$ cat config.mk
export PLATFORM = sky130hd
export DESIGN_NAME = sender_event_rate_limiter_top
export DESIGN_NICKNAME = d
export VERILOG_FILES = /design/src/hw/rtl/serl_pkg.sv /design/src/hw/rtl/sender_event_rate_limiter_top.sv /design/src/hw/rtl/serl_cnt_store.sv
export SDC_FILE = /design/constraint.sdc
export NUM_CORES = 2
export LEC_CHECK = 0
export ABC_AREA = 1
export BUFFER_PORTS_ARGS = -buffer_cell sky130_fd_sc_hd__buf_4
export CAP_MARGIN = 30
export CORE_ASPECT_RATIO = 1.75
export CORE_UTILIZATION = 50
export CTS_BUF_LIST = sky130_fd_sc_hd__clkbuf_4
export DETAILED_ROUTE_END_ITERATION = 6
export PLACE_DENSITY = 0.66
export SYNTH_ARGS = -nofsm -noshare
export SYNTH_HDL_FRONTEND = slang
export SYNTH_SLANG_ARGS = --single-unit
$ cat constraint.sdc
create_clock -name clk -period 7.7 [get_ports clk]
set_input_delay 0.385 -clock clk [delete_from_list [all_inputs] [get_ports clk]]
set_output_delay 0.385 -clock clk [all_outputs]
set_load 0.01 [all_outputs]
$ cat src/hw/rtl/serl_pkg.sv
package serl_pkg;

  // input function codes
  typedef enum logic [2:0] {
    FUNC_CHECK   = 3'd0,
    FUNC_TICK    = 3'd1,
    FUNC_BAN     = 3'd2,
    FUNC_FORGIVE = 3'd3,
    FUNC_CLEAR   = 3'd4
  } func_t;

  // register word index on the configuration port
  typedef enum logic [2:0] {
    REG_LIMIT_MASK   = 3'd0,
    REG_EVENT0_LIMIT = 3'd1,
    REG_EVENT1_LIMIT = 3'd2,
    REG_EVENT2_LIMIT = 3'd3,
    REG_EVENT3_LIMIT = 3'd4,
    REG_WINDOW_TICKS = 3'd5,
    REG_BAN_TICKS    = 3'd6
  } reg_idx_t;

  // counter store commands issued by the policing stage
  typedef struct packed {
    logic wr;
    logic clr;
  } cnt_cmd_t;

  localparam int DEF_SENDER_SLOTS = 16;
  localparam int DEF_EVENT_KINDS  = 4;
  localparam int DEF_COUNT_BITS   = 16;

  localparam int MAX_EVENTS = 4;
  localparam int TIMER_W    = 16;
  localparam int LIMIT_W    = 16;
  localparam int MASK_W     = 4;
  localparam int CFG_ADDR_W = 5;
  localparam int CFG_DATA_W = 32;
  localparam int IN_W       = 16;
  localparam int OUT_W      = 24;

  localparam logic [TIMER_W-1:0] WINDOW_TICKS_RST = 16'd1000;
  localparam logic [TIMER_W-1:0] BAN_TICKS_RST    = 16'd30000;
  localparam logic [TIMER_W-1:0] TIMER_MAX        = 16'hFFFF;

endpackage

$ cat src/hw/rtl/sender_event_rate_limiter_top.sv
// sender event rate limiter
// polices sends per sender slot and event kind in fixed windows of ticks.
// input channel in_*: one transaction per command, in_tdata fields are
//   func, sender_slot, event_index; every command gives one result.
// result channel out_*: allowed, blocked and the sender's send count.
// configuration: apb-style port, register i at byte address 4*i, always ready.
// path: the command and its counter read are registered in the input stage,
//   then its result in the result register, which drives out_tvalid; a low
//   out_tready can hold the command in the input stage.
// throughput: one command per cycle while out_tready is high; the counter
//   memory read at accept and the single read-modify-write in the policing
//   stage set that figure.
// reset: synchronous, active low; counter valid bits and ban timers clear at
//   once, so commands are taken as soon as reset is released.
// stall: when out_tready is low the result register holds, the input stage
//   holds its command, and in_tready drops once both are full.
module sender_event_rate_limiter_top #(
  parameter int SENDER_SLOTS = serl_pkg::DEF_SENDER_SLOTS,
  parameter int EVENT_KINDS  = serl_pkg::DEF_EVENT_KINDS,
  parameter int COUNT_BITS   = serl_pkg::DEF_COUNT_BITS
) (
  input  logic                            clk,
  input  logic                            rst_n,
  input  logic                            in_tvalid,
  output logic                            in_tready,
  // func [2:0], sender_slot [6:3], event_index [8:7], zero [15:9]
  input  logic [serl_pkg::IN_W-1:0]       in_tdata,
  output logic                            out_tvalid,
  input  logic                            out_tready,
  // allowed [0], blocked [1], send_count [17:2], zero [23:18]
  output logic [serl_pkg::OUT_W-1:0]      out_tdata,
  input  logic                            cfg_psel,
  input  logic                            cfg_penable,
  input  logic                            cfg_pwrite,
  input  logic [serl_pkg::CFG_ADDR_W-1:0] cfg_paddr,
  input  logic [serl_pkg::CFG_DATA_W-1:0] cfg_pwdata,
  output logic [serl_pkg::CFG_DATA_W-1:0] cfg_prdata,
  output logic                            cfg_pready
);
  import serl_pkg::*;

  localparam int SLOT_W = $clog2(SENDER_SLOTS);
  localparam int EV_W   = (EVENT_KINDS > 1) ? $clog2(EVENT_KINDS) : 1;
  localparam int DEPTH  = SENDER_SLOTS * EVENT_KINDS;
  localparam int ADDR_W = $clog2(DEPTH);
  localparam int CMP_W  = (COUNT_BITS > LIMIT_W) ? COUNT_BITS : LIMIT_W;
  localparam logic [COUNT_BITS-1:0] CNT_MAX = {COUNT_BITS{1'b1}};

  // slot and event reduction, built as small constant tables
  function automatic logic [SLOT_W-1:0] slot_mod(input logic [3:0] s);
    logic [SLOT_W-1:0] r;
    r = '0;
    for (int i = 0; i < 16; i++) begin
      if (s == 4'(i)) r = SLOT_W'(i % SENDER_SLOTS);
    end
    return r;
  endfunction

  function automatic logic [EV_W-1:0] ev_mod(input logic [1:0] e);
    logic [EV_W-1:0] r;
    r = '0;
    for (int i = 0; i < 4; i++) begin
      if (e == 2'(i)) r = EV_W'(i % EVENT_KINDS);
    end
    return r;
  endfunction

  // configuration registers
  logic [MASK_W-1:0]  limit_mask_r;
  logic [LIMIT_W-1:0] limit_r [MAX_EVENTS];
  logic [TIMER_W-1:0] window_ticks_r;
  logic [TIMER_W-1:0] ban_ticks_r;
  logic               cfg_wr;
  reg_idx_t           cfg_idx;

  // policing state
  logic [TIMER_W-1:0] ban_left_r [SENDER_SLOTS];
  logic [TIMER_W-1:0] ban_nxt    [SENDER_SLOTS];
  logic [TIMER_W-1:0] window_r;
  logic [TIMER_W-1:0] window_nxt;

  // input stage
  logic              s1_v_r;
  func_t             s1_func_r;
  logic [SLOT_W-1:0] s1_slot_r;
  logic [EV_W-1:0]   s1_ev_r;
  logic [ADDR_W-1:0] s1_addr_r;
  logic              accept;
  logic              retire;
  logic [SLOT_W-1:0] in_slot;
  logic [EV_W-1:0]   in_ev;
  logic [ADDR_W-1:0] in_addr;

  // policing logic
  logic [COUNT_BITS-1:0] cur_cnt;
  logic [COUNT_BITS-1:0] inc_cnt;
  logic [COUNT_BITS-1:0] cnt_after;
  logic [TIMER_W-1:0]    ban_start;
  logic                  banned;
  logic                  expired;
  logic                  over;
  logic                  allowed;
  logic                  blocked;
  logic [LIMIT_W-1:0]    cnt_out;
  cnt_cmd_t              step_cmd;
  cnt_cmd_t              cnt_cmd;
  logic [SENDER_SLOTS-1:0] ban_busy;

  // result register
  logic             out_v_r;
  logic [OUT_W-1:0] out_data_r;

  // ---------------------------------------------------------------------
  // configuration port
  // ---------------------------------------------------------------------
  assign cfg_pready = 1'b1;
  assign cfg_wr     = cfg_psel && cfg_penable && cfg_pwrite && cfg_pready;
  assign cfg_idx    = reg_idx_t'(cfg_paddr[CFG_ADDR_W-1:2]);

  always_ff @(posedge clk) begin
    if (!rst_n) begin
      limit_mask_r   <= '0;
      for (int i = 0; i < MAX_EVENTS; i++) limit_r[i] <= '0;
      window_ticks_r <= WINDOW_TICKS_RST;
      ban_ticks_r    <= BAN_TICKS_RST;
    end else if (cfg_wr) begin
      unique case (cfg_idx)
        REG_LIMIT_MASK:   limit_mask_r   <= cfg_pwdata[MASK_W-1:0];
        REG_EVENT0_LIMIT: limit_r[0]     <= cfg_pwdata[LIMIT_W-1:0];
        REG_EVENT1_LIMIT: limit_r[1]     <= cfg_pwdata[LIMIT_W-1:0];
        REG_EVENT2_LIMIT: limit_r[2]     <= cfg_pwdata[LIMIT_W-1:0];
        REG_EVENT3_LIMIT: limit_r[3]     <= cfg_pwdata[LIMIT_W-1:0];
        REG_WINDOW_TICKS: window_ticks_r <= cfg_pwdata[TIMER_W-1:0];
        REG_BAN_TICKS:    ban_ticks_r    <= cfg_pwdata[TIMER_W-1:0];
        default: ;
      endcase
    end
  end

  always_comb begin
    cfg_prdata = '0;
    unique case (cfg_idx)
      REG_LIMIT_MASK:   cfg_prdata = CFG_DATA_W'(limit_mask_r);
      REG_EVENT0_LIMIT: cfg_prdata = CFG_DATA_W'(limit_r[0]);
      REG_EVENT1_LIMIT: cfg_prdata = CFG_DATA_W'(limit_r[1]);
      REG_EVENT2_LIMIT: cfg_prdata = CFG_DATA_W'(limit_r[2]);
      REG_EVENT3_LIMIT: cfg_prdata = CFG_DATA_W'(limit_r[3]);
      REG_WINDOW_TICKS: cfg_prdata = CFG_DATA_W'(window_ticks_r);
      REG_BAN_TICKS:    cfg_prdata = CFG_DATA_W'(ban_ticks_r);
      default:          cfg_prdata = '0;
    endcase
  end

  // ---------------------------------------------------------------------
  // input stage: decode, counter read issued at accept
  // ---------------------------------------------------------------------
  assign retire    = s1_v_r && (!out_v_r || out_tready);
  assign in_tready = !s1_v_r || retire;
  assign accept    = in_tvalid && in_tready;

  assign in_slot = slot_mod(in_tdata[6:3]);
  assign in_ev   = ev_mod(in_tdata[8:7]);
  assign in_addr = ADDR_W'(int'(in_slot) * EVENT_KINDS + int'(in_ev));

  always_ff @(posedge clk) begin
    if (!rst_n) begin
      s1_v_r <= 1'b0;
    end else if (accept) begin
      s1_v_r <= 1'b1;
    end else if (retire) begin
      s1_v_r <= 1'b0;
    end
  end

  always_ff @(posedge clk) begin
    if (accept) begin
      s1_func_r <= func_t'(in_tdata[2:0]);
      s1_slot_r <= in_slot;
      s1_ev_r   <= in_ev;
      s1_addr_r <= in_addr;
    end
  end

  // counts are only changed when the stage retires
  assign cnt_cmd = retire ? step_cmd : '0;

  serl_cnt_store #(
    .DEPTH      (DEPTH),
    .ADDR_W     (ADDR_W),
    .COUNT_BITS (COUNT_BITS)
  ) u_cnt_store (
    .clk      (clk),
    .rst_n    (rst_n),
    .rd_en    (accept),
    .rd_addr  (in_addr),
    .cmd      (cnt_cmd),
    .wr_addr  (s1_addr_r),
    .wr_data  (inc_cnt),
    .rd_count (cur_cnt)
  );

  // ---------------------------------------------------------------------
  // policing step
  // ---------------------------------------------------------------------
  assign banned    = ban_left_r[s1_slot_r] != '0;
  assign expired   = window_r >= window_ticks_r;
  assign inc_cnt   = (cur_cnt == CNT_MAX) ? cur_cnt : cur_cnt + 1'b1;
  assign ban_start = (ban_ticks_r != '0) ? ban_ticks_r : TIMER_W'(1);
  assign over      = limit_mask_r[s1_ev_r] &&
                     (CMP_W'(inc_cnt) > CMP_W'(limit_r[s1_ev_r]));

  always_comb begin
    ban_nxt    = ban_left_r;
    window_nxt = window_r;
    step_cmd   = '0;
    allowed    = 1'b0;
    cnt_after  = cur_cnt;
    unique case (s1_func_r)
      FUNC_CHECK: begin
        if (!banned) begin
          if (expired) begin
            // window ran out: restart it and let this send through uncounted
            step_cmd.clr = 1'b1;
            window_nxt   = '0;
            allowed      = 1'b1;
            cnt_after    = '0;
          end else begin
            step_cmd.wr = 1'b1;
            cnt_after   = inc_cnt;
            allowed     = !over;
            if (over) ban_nxt[s1_slot_r] = ban_start;
          end
        end
      end
      FUNC_TICK: begin
        if (window_r != TIMER_MAX) window_nxt = window_r + 1'b1;
        for (int i = 0; i < SENDER_SLOTS; i++) begin
          if (ban_left_r[i] != '0) ban_nxt[i] = ban_left_r[i] - 1'b1;
        end
      end
      FUNC_BAN: begin
        // a running ban keeps its timer
        if (!banned) ban_nxt[s1_slot_r] = ban_start;
      end
      FUNC_FORGIVE: begin
        ban_nxt[s1_slot_r] = '0;
      end
      FUNC_CLEAR: begin
        step_cmd.clr = 1'b1;
        cnt_after    = '0;
        for (int i = 0; i < SENDER_SLOTS; i++) ban_nxt[i] = '0;
      end
      default: ;
    endcase
  end

  assign blocked = ban_nxt[s1_slot_r] != '0;
  assign cnt_out = (CMP_W'(cnt_after) > CMP_W'(TIMER_MAX)) ? LIMIT_W'(TIMER_MAX)
                                                         : LIMIT_W'(cnt_after);

  always_ff @(posedge clk) begin
    if (!rst_n) begin
      for (int i = 0; i < SENDER_SLOTS; i++) ban_left_r[i] <= '0;
      window_r <= '0;
    end else if (retire) begin
      ban_left_r <= ban_nxt;
      window_r   <= window_nxt;
    end
  end

  always_comb begin
    for (int i = 0; i < SENDER_SLOTS; i++) ban_busy[i] = ban_left_r[i] != '0;
  end

  // ---------------------------------------------------------------------
  // result register
  // ---------------------------------------------------------------------
  always_ff @(posedge clk) begin
    if (!rst_n) begin
      out_v_r <= 1'b0;
    end else if (retire) begin
      out_v_r <= 1'b1;
    end else if (out_tready) begin
      out_v_r <= 1'b0;
    end
  end

  always_ff @(posedge clk) begin
    if (retire) begin
      out_data_r <= {{(OUT_W - LIMIT_W - 2){1'b0}}, cnt_out, blocked, allowed};
    end
  end

  assign out_tvalid = out_v_r;
  assign out_tdata  = out_data_r;

  // ---------------------------------------------------------------------
  // assertions
  // ---------------------------------------------------------------------
  // an allowed send never comes from a banned sender
  a_allowed_unblocked: assert property (@(posedge clk) disable iff (!rst_n)
    out_tvalid && out_tdata[0] |-> !out_tdata[1])
    else $error("allowed result reports a blocked sender");

  // clear all leaves nobody banned
  a_clear_bans: assert property (@(posedge clk) disable iff (!rst_n)
    retire && (s1_func_r == FUNC_CLEAR) |=> (ban_busy == '0))
    else $error("ban timer still running after clear all");

  // window expiry restarts the window and reports a zero count
  a_expiry_restart: assert property (@(posedge clk) disable iff (!rst_n)
    retire && (s1_func_r == FUNC_CHECK) && !banned && expired
    |=> (window_r == '0) && out_tdata[0] && (out_tdata[17:2] == '0))
    else $error("window expiry did not restart the window");

endmodule

$ cat src/hw/rtl/serl_cnt_store.sv
module serl_cnt_store #(
  parameter int DEPTH      = serl_pkg::DEF_SENDER_SLOTS * serl_pkg::DEF_EVENT_KINDS,
  parameter int ADDR_W     = $clog2(DEPTH),
  parameter int COUNT_BITS = serl_pkg::DEF_COUNT_BITS
) (
  input  logic                  clk,
  input  logic                  rst_n,
  input  logic                  rd_en,
  input  logic [ADDR_W-1:0]     rd_addr,
  input  serl_pkg::cnt_cmd_t    cmd,
  input  logic [ADDR_W-1:0]     wr_addr,
  input  logic [COUNT_BITS-1:0] wr_data,
  output logic [COUNT_BITS-1:0] rd_count
);
  import serl_pkg::*;

  logic [COUNT_BITS-1:0] mem [DEPTH];
  logic [DEPTH-1:0]      vld_r;
  logic [COUNT_BITS-1:0] rd_data_r;
  logic [COUNT_BITS-1:0] byp_data_r;
  logic                  byp_r;
  logic                  hit_r;

  always_ff @(posedge clk) begin
    if (cmd.wr) begin
      mem[wr_addr] <= wr_data;
    end
  end

  always_ff @(posedge clk) begin
    if (rd_en) begin
      rd_data_r <= mem[rd_addr];
    end
  end

  // an entry without its valid bit reads as zero
  always_ff @(posedge clk) begin
    if (!rst_n) begin
      vld_r <= '0;
    end else if (cmd.clr) begin
      vld_r <= '0;
    end else if (cmd.wr) begin
      vld_r[wr_addr] <= 1'b1;
    end
  end

  // forward a write or clear that lands on the same edge as the read
  always_ff @(posedge clk) begin
    if (rd_en) begin
      byp_r      <= cmd.wr && (wr_addr == rd_addr);
      byp_data_r <= wr_data;
      hit_r      <= vld_r[rd_addr] && !cmd.clr;
    end
  end

  assign rd_count = byp_r ? byp_data_r : (hit_r ? rd_data_r : '0);

endmodule

==> Word level (Yosys, flattened, before mapping) <==
Memories as Yosys holds them, arrays and structs flattened. A register that Yosys moved wholly into a read port is not among the register bits.
Index checks and enable logic that the tools add are counted.
{ "classes": {"addsub": 19, "magnitude_cmp": 9, "n_eq_ne": 34, "n_mux": 101, "bitwise": 10, "reduce_logical": 45} }
{ "ops": {"columns": ["op", "count"], "rows": [
  ["case mux 256 bit (5 select lines)", 1],
  ["2-to-1 mux 256 bit", 4],
  ["2-to-1 mux 16 bit", 34],
  ["nonzero test 16 bit", 19],
  ["bitwise AND 256 bit", 1],
  ["bitwise mux 256 bit", 1],
  ["inverter 256 bit", 1],
  ["subtractor 16 x 1 -> 16 bit, second input constant", 16],
  ["binary-select mux 16 bit (select 4 bit)", 2],
  ["case mux 16 bit (7 select lines)", 1],
  ["demux 16 bit (select 4 bit)", 1],
  ["OR 64 bit", 1],
  ["case mux 16 bit (2 select lines)", 2],
  ["2-to-1 mux 4 bit", 14],
  ["adder 16 x 1 -> 16 bit, second input constant", 2],
  ["== test 4 bit, second input constant", 8],
  ["2-to-1 mux 1 bit", 32],
  ["== test 16 bit, second input constant", 1],
  ["== test 4 x 3 -> 1 bit, second input constant", 4],
  ["greater-or-equal comparator 16 bit", 1],
  ["greater-than comparator 16 bit", 1],
  ["greater-than comparator 16 bit, second input constant", 1],
  ["inequality test 16 bit, second input constant", 1],
  ["< comparator 6 x 7 -> 1 bit, second input constant", 2],
  ["30 further kinds", 67]
]} }
{ "word_totals": {"ff_bits": 425, "mem_bits_rw": 1088, "out_inout_bits": 59, "wordCells": 253, "memories": 2} }
{ "mem_list": {"columns": ["name", "depth", "word_bits", "read_ports", "rd_ports_with_merged_regs", "write_ports", "line", "source"], "rows": [
  ["u_cnt_store.mem", 64, 16, 1, 1, 1, "serl_cnt_store.sv:17", "logic [COUNT_BITS-1:0] mem [DEPTH];"],
  ["limit_r", 4, 16, 5, 1, 4, "sender_event_rate_limiter_top.sv:70", "logic [LIMIT_W-1:0] limit_r [MAX_EVENTS];"]
]} }

==> Logic depth before layout (Yosys ltp) <==
{ "logic_depth": {"depth_word": 20, "ltp_mapped": 49, "mapped_depth_nobuf": 45} }

==> Cells and area by module <==
From an unflattened synthesis, not the netlist that was laid out.
{ "unflattened": {"cells_unflattened": 11593, "area_unflattened_um2": 87717.9} }
{ "by_module_without_submodules": {"columns": ["module", "instances", "cells_each", "area_each_um2"], "rows": [
  ["serl_cnt_store", 1, 3884, 45318.5],
  ["sender_event_rate_limiter_top", 1, 7709, 42399.4]
]} }

==> Worst setup path after synthesis <==
Ideal clock, no wire load.
{ "synth_timing": {"path_kind": "flip-flop to flip-flop", "startpoint": "register u_cnt_store.byp_r", "endpoint": "register out_data_r[1] (netlist: out_tdata[1]) (data pin)", "setup_time_ps": 254, "arrival_ps": 7233, "required_time_ps": 7446, "path_slack_ps": 213, "path_stages_with_launch": 47, "period_less_slack_ps": 7487, "cell_sequence": "edfxtp_1 > clkbuf_1 > inv_1 > nand2_1 > inv_1 > clkbuf_1 > a22oi_1 > inv_1 > ha_1 > inv_1 > nor3_1 > inv_1 > nor2_1 > inv_1 > nor2_1 > nand2_1 > nand2_1 > nor2_1 > (+11 left out) > nand2_1 > nand2_2 > nand2_1 > buf_2 > buf_2 > nand2_1 > nand2_1 > nand3_1 > nand2_1 > nand2_1 > nor2_1 > nor2_1 > nor2_1 > nand2_1 > nor2_1 > nand2_1 > nor2_1 > nand2_1"} }
{ "synth_between": {"elab_chain_cells": 13} }
{ "synth_lines": {"columns": ["element", "line", "source"], "rows": [
  ["start: declaration", "serl_cnt_store.sv:21", "logic byp_r;"],
  ["start signal: assignment", "serl_cnt_store.sv:50", "byp_r <= cmd.wr && (wr_addr == rd_addr);"],
  ["2-to-1 mux 16 bit *", "serl_cnt_store.sv:56", "assign rd_count = byp_r ? byp_data_r : (hit_r ? rd_data_r : '0);"],
  ["adder 16 x 1 -> 16 bit / == test 16 bit (equally long branches)", "sender_event_rate_limiter_top.sv:207", "assign inc_cnt = (cur_cnt == CNT_MAX) ? cur_cnt : cur_cnt + 1'b1;"],
  ["2-to-1 mux 16 bit *", "sender_event_rate_limiter_top.sv:207", null],
  ["named net inc_cnt[7]", "sender_event_rate_limiter_top.sv:96", "logic [COUNT_BITS-1:0] inc_cnt;"],
  ["greater-than comparator 16 bit *", "sender_event_rate_limiter_top.sv:210", "(CMP_W'(inc_cnt) > CMP_W'(limit_r[s1_ev_r]));"],
  ["logical AND 1 bit *", "sender_event_rate_limiter_top.sv:209", "assign over = limit_mask_r[s1_ev_r] &&"],
  ["2-to-1 mux 256 bit *", "sender_event_rate_limiter_top.sv:231", "if (over) ban_nxt[s1_slot_r] = ban_start;"],
  ["2-to-1 mux 256 bit *", "sender_event_rate_limiter_top.sv:221", "if (expired) begin"],
  ["2-to-1 mux 256 bit *", "sender_event_rate_limiter_top.sv:220", "if (!banned) begin"],
  ["case mux 256 bit (5 select lines) *", "sender_event_rate_limiter_top.sv:218", "unique case (s1_func_r)"],
  ["binary-select mux 16 bit (select 4 bit) *", "sender_event_rate_limiter_top.sv:257", "assign blocked = ban_nxt[s1_slot_r] != '0;"],
  ["2-to-1 mux 16 bit (not written as such) * (2 in a row)", "sender_event_rate_limiter_top.sv:257", null],
  ["nonzero test 16 bit *", "sender_event_rate_limiter_top.sv:257", null],
  ["named net blocked", "sender_event_rate_limiter_top.sv:103", "logic blocked;"],
  ["end signal: assignment", "sender_event_rate_limiter_top.sv:290", "out_data_r <= {{(OUT_W - LIMIT_W - 2){1'b0}}, cnt_out, blocked, allowed};"],
  ["end: declaration", "sender_event_rate_limiter_top.sv:111", "logic [OUT_W-1:0] out_data_r;"]
]} }
The timed path passes the listed nets; every way through them passes the cells marked *. The select of a mux whose other input is x is not followed.
A chain may end at the register's enable or synchronous reset.

==> Worst setup path after layout <==
Same ends and word-level chain as after synthesis.

==> impl_metrics.ini <==
[clock_network]
root_buffer = clkbuf_4
cts_max_level = 5
clock_latency_ns = 1.26
clockBufferDepth = 4
cts_buffers = 368
clock-sinks = 1525
clk_pin_slew_ns = 0.07
cts_tree = built

[sta]
finalCritPeriodShare_pct = 93.3
setup_violations = 0
fin_crit_ns = 7.18
max_slew.worst_pin.slew_ns = 1.17
hold_viol_final = 0
rsz0062_at_grt = no
holdWs_ns = 0.0965
maxSlewHeadroom_pct = 21.2
finalClockSkew_ns = 0.104
fin_tns_setup_ns = 0
fmax_mhz = 139
slew_violations = 0

[critical_path]
crit_type = flop to flop
critPathRequiredTime_ns = 8.70
cpPeakStageDelay_ns = 0.39
crit_buf_inv = 10
cp_common_cell = nand2_1
worstPathArrival_ns = 8.18
end_kind = flop
critPathTopFamily = simple AND/OR/NAND/NOR gates
cpMaxStageDelayCell = edfxtp_1
crit_fanout = 37
startpoint_type = flop

[finish]
area_growth_pct = 9.79
final_nets = 11000
final_layout_size_suffix_gt1_share_pct = 9.42
stdcell_area_sq_um = 93800

[grt]
antenna_found_initial = 32
gr-total-overflow = 0
grt_pass1_wl_microns = 525000
track_usage_pct = 41.6
grt_max_degree = 166
grt_pass1_vias = 79400

[run_status]
violations = DRC
outcome = finished with violations

[detailed_routing]
drc = 13
drtIter0Drc = 10700
vias = 83800
wirelength_microns = 366000
antenna_left = 0
drt-vias-per-instance = 6.24
dr.pass1.iters = 7
routedWlPerCell_microns = 27.3

[floorplanning]
core_sq_um = 170000
die_h_microns = 549
die-width_microns = 314
start_util_pct = 50.3
row_count = 200
die_area_sq_um = 173000
ios = 119

[synthesis]
yosysWarnings = 0
synth-edff-count = 1149
synth_cells = 10900
avgSynthCellArea_sq_um = 7.87
synth-seq-area-share_pct = 49.2
syn_area_sq_um = 85400
postSynth.asyncResetShare_pct = 0
ys_types = 54
ys_seq_elements = 1525
synth-main-ff-cell = edfxtp_1

[placed_design]
gp_congestion = 1.03
post_dp_cell_area_sq_um = 88400
io_buffers = 70
dp_hpwl_microns = 235000

[flow_run]
drv_cap = 0

[worst_hold_path]
holdCritPathClass = input port to flop

[pwr]
p_leak_nw = 36.9
powerDensity_nw_per_um2 = 215
irDropWorstVdd_mv = 0.121
sequential cells by signal (all words and copies together), names as in the netlist, 4 cells and up, named ones only:
register	cells
u_cnt_store.mem	1024
ban_left_r	256
limit_r	64
u_cnt_store.vld_r	64
out_tdata	18
ban_ticks_r	16
u_cnt_store.byp_data_r	16
u_cnt_store.rd_data_r	16
window_r	16
window_ticks_r	16
limit_mask_r	4
s1_slot_r	4
area by class of cell:
| class | count | area, sq um |
|---|---|---|
| Antenna cell | 20 | 50.0 |
| Clock buffer | 571 | 4290 |
| Clock inverter | 84 | 500 |
| Fill cell | 16200 | 75900 |
| Inverter | 897 | 3400 |
| Multi-Input combinational cell | 7710 | 37300 |
| Sequential cell | 1525 | 42000 |
| Tap cell | 2222 | 2780 |
| Timing Repair Buffer | 397 | 3440 |
cell families after synthesis:
group	share of synthesized area [%]
compound gates	16.4
simple gates	25.1
buf+inv	7.64
fa+ha+maj	0.776
other cells	0.00879
flops	49.2
xor+xnor	0.861
cells in the final DEF, fill, tap and decap left out, types with 45 or more instances in the layout:
cell           instances
o32ai_1              283
clkinv_1              77
dfxtp_1              374
dlygate4sd3_1         45
nor3_1               143
o21ai_0              931
o311ai_0              63
a21oi_1              482
nand3b_1              70
nand4_1              130
xor2_1                79
buf_4                315
o21bai_1              59
nor2_1              1903
o21ai_1               61
nand3_1              651
inv_1                854
nand2_1             2251
edfxtp_1            1149
a211oi_1             156
clkbuf_4             573
ha_1                  53
o211ai_1              48
final timing paths:
check	from	end	slack, ns	cells past startpoint
worst max register to register	u_cnt_store.byp_r$_DFFE_PP_	out_tdata[1]$_DFFE_PP_	0.52	45
worst max-delay path	u_cnt_store.byp_r$_DFFE_PP_	out_tdata[1]$_DFFE_PP_	0.52	45
worst min register to register	u_cnt_store.vld_r[2]$_SDFFE_PP0P_	u_cnt_store.vld_r[2]$_SDFFE_PP0P_	0.47	2
worst min-delay path	cfg_pwdata[4]	ban_ticks_r[4]$_SDFFE_PN1P_	0.1	4
where the power goes:
group | internal (mW) | switching, mW | total [mW]
combinational | 0.997 | 2.90 | 3.90
sequential | 9.08 | 0.189 | 9.27
clock | 3.56 | 3.42 | 6.99
total | 13.6 | 6.51 | 20.1
metrics by stage:
stage | util (%) | total power, mW | setup slack, ns | instances
2_1_floorplan | - | 11.7 | 0.213 | 10900
3_3_place_gp | 52.1 | 13.1 | 0.476 | 12700
3_5_place_dp | 52.1 | 13.1 | 0.602 | 12700
4_1_cts | 55.2 | 20.0 | 0.611 | 13400
5_1_grt | 55.3 | 20.9 | 0.0287 | 13400
6_report | 55.3 | 20.1 | 0.519 | 13400
worst reg2reg max path: cells and delay by family (launching register included):
kind	cells	cell delay (ns)
AND/OR/NAND/NOR	29	4.22
AO/OA/AOI/OAI	4	0.63
buffers and inverters	10	1.24
flip-flops	1	0.39
adder cells (fa/ha/maj)	2	0.54
cell usage after synthesis (2+ instances only):
master	number	share of area, %
o21ai_0	935	5.5
a31oi_1	20	0.15
buf_2	69	0.40
buf_1	57	0.25
nand4_1	130	0.95
nor3_1	145	0.85
a221oi_1	19	0.19
clkinv_1	17	0.075
inv_2	13	0.057
edfxtp_1	1149	40
o21ai_1	60	0.35
o2111ai_1	3	0.031
clkbuf_1	568	2.5
nand3_1	654	3.8
o211ai_1	48	0.42
a311oi_1	2	0.021
buf_6	18	0.24
o22ai_1	39	0.29
nand2_1	2261	9.9
o221ai_1	28	0.29
or2_2	9	0.066
o41ai_1	4	0.041
a32o_1	9	0.11
o21a_1	2	0.018
o32ai_1	283	2.9
ha_1	53	0.78
buf_4	35	0.31
nand3b_1	70	0.62
nor2_2	2	0.015
a211oi_1	156	1.4
o311ai_0	68	0.70
a32oi_1	7	0.072
inv_1	867	3.8
dfxtp_1	376	8.8
nor4_1	33	0.24
a21oi_1	483	2.8
a22oi_1	32	0.28
nor3b_1	2	0.018
xor2_1	83	0.85
nor2_1	1943	8.5
o31ai_1	33	0.29
conb_1	2	0.0088
a22o_1	2	0.021
o21bai_1	59	0.52
timing repair:
action	4_1_cts	5_1_grt
hold buffers	45	0
gates resized for setup	0	5
endpoints found under the hold margin	146	0
buffers inserted	0	0
setup endpoints to repair	0	1
metal layers:
metal / routed length, microns / GRT usage [%] / part of all wire, %
met1: 121000 / 45.3 / 33
met5: 277 / 0 / 0.076
met2: 169000 / 66.7 / 46
met3: 34600 / 8.88 / 9.4
met4: 40900 / 40.1 / 11
Note: power is estimated with default switching activity, not from simulation.
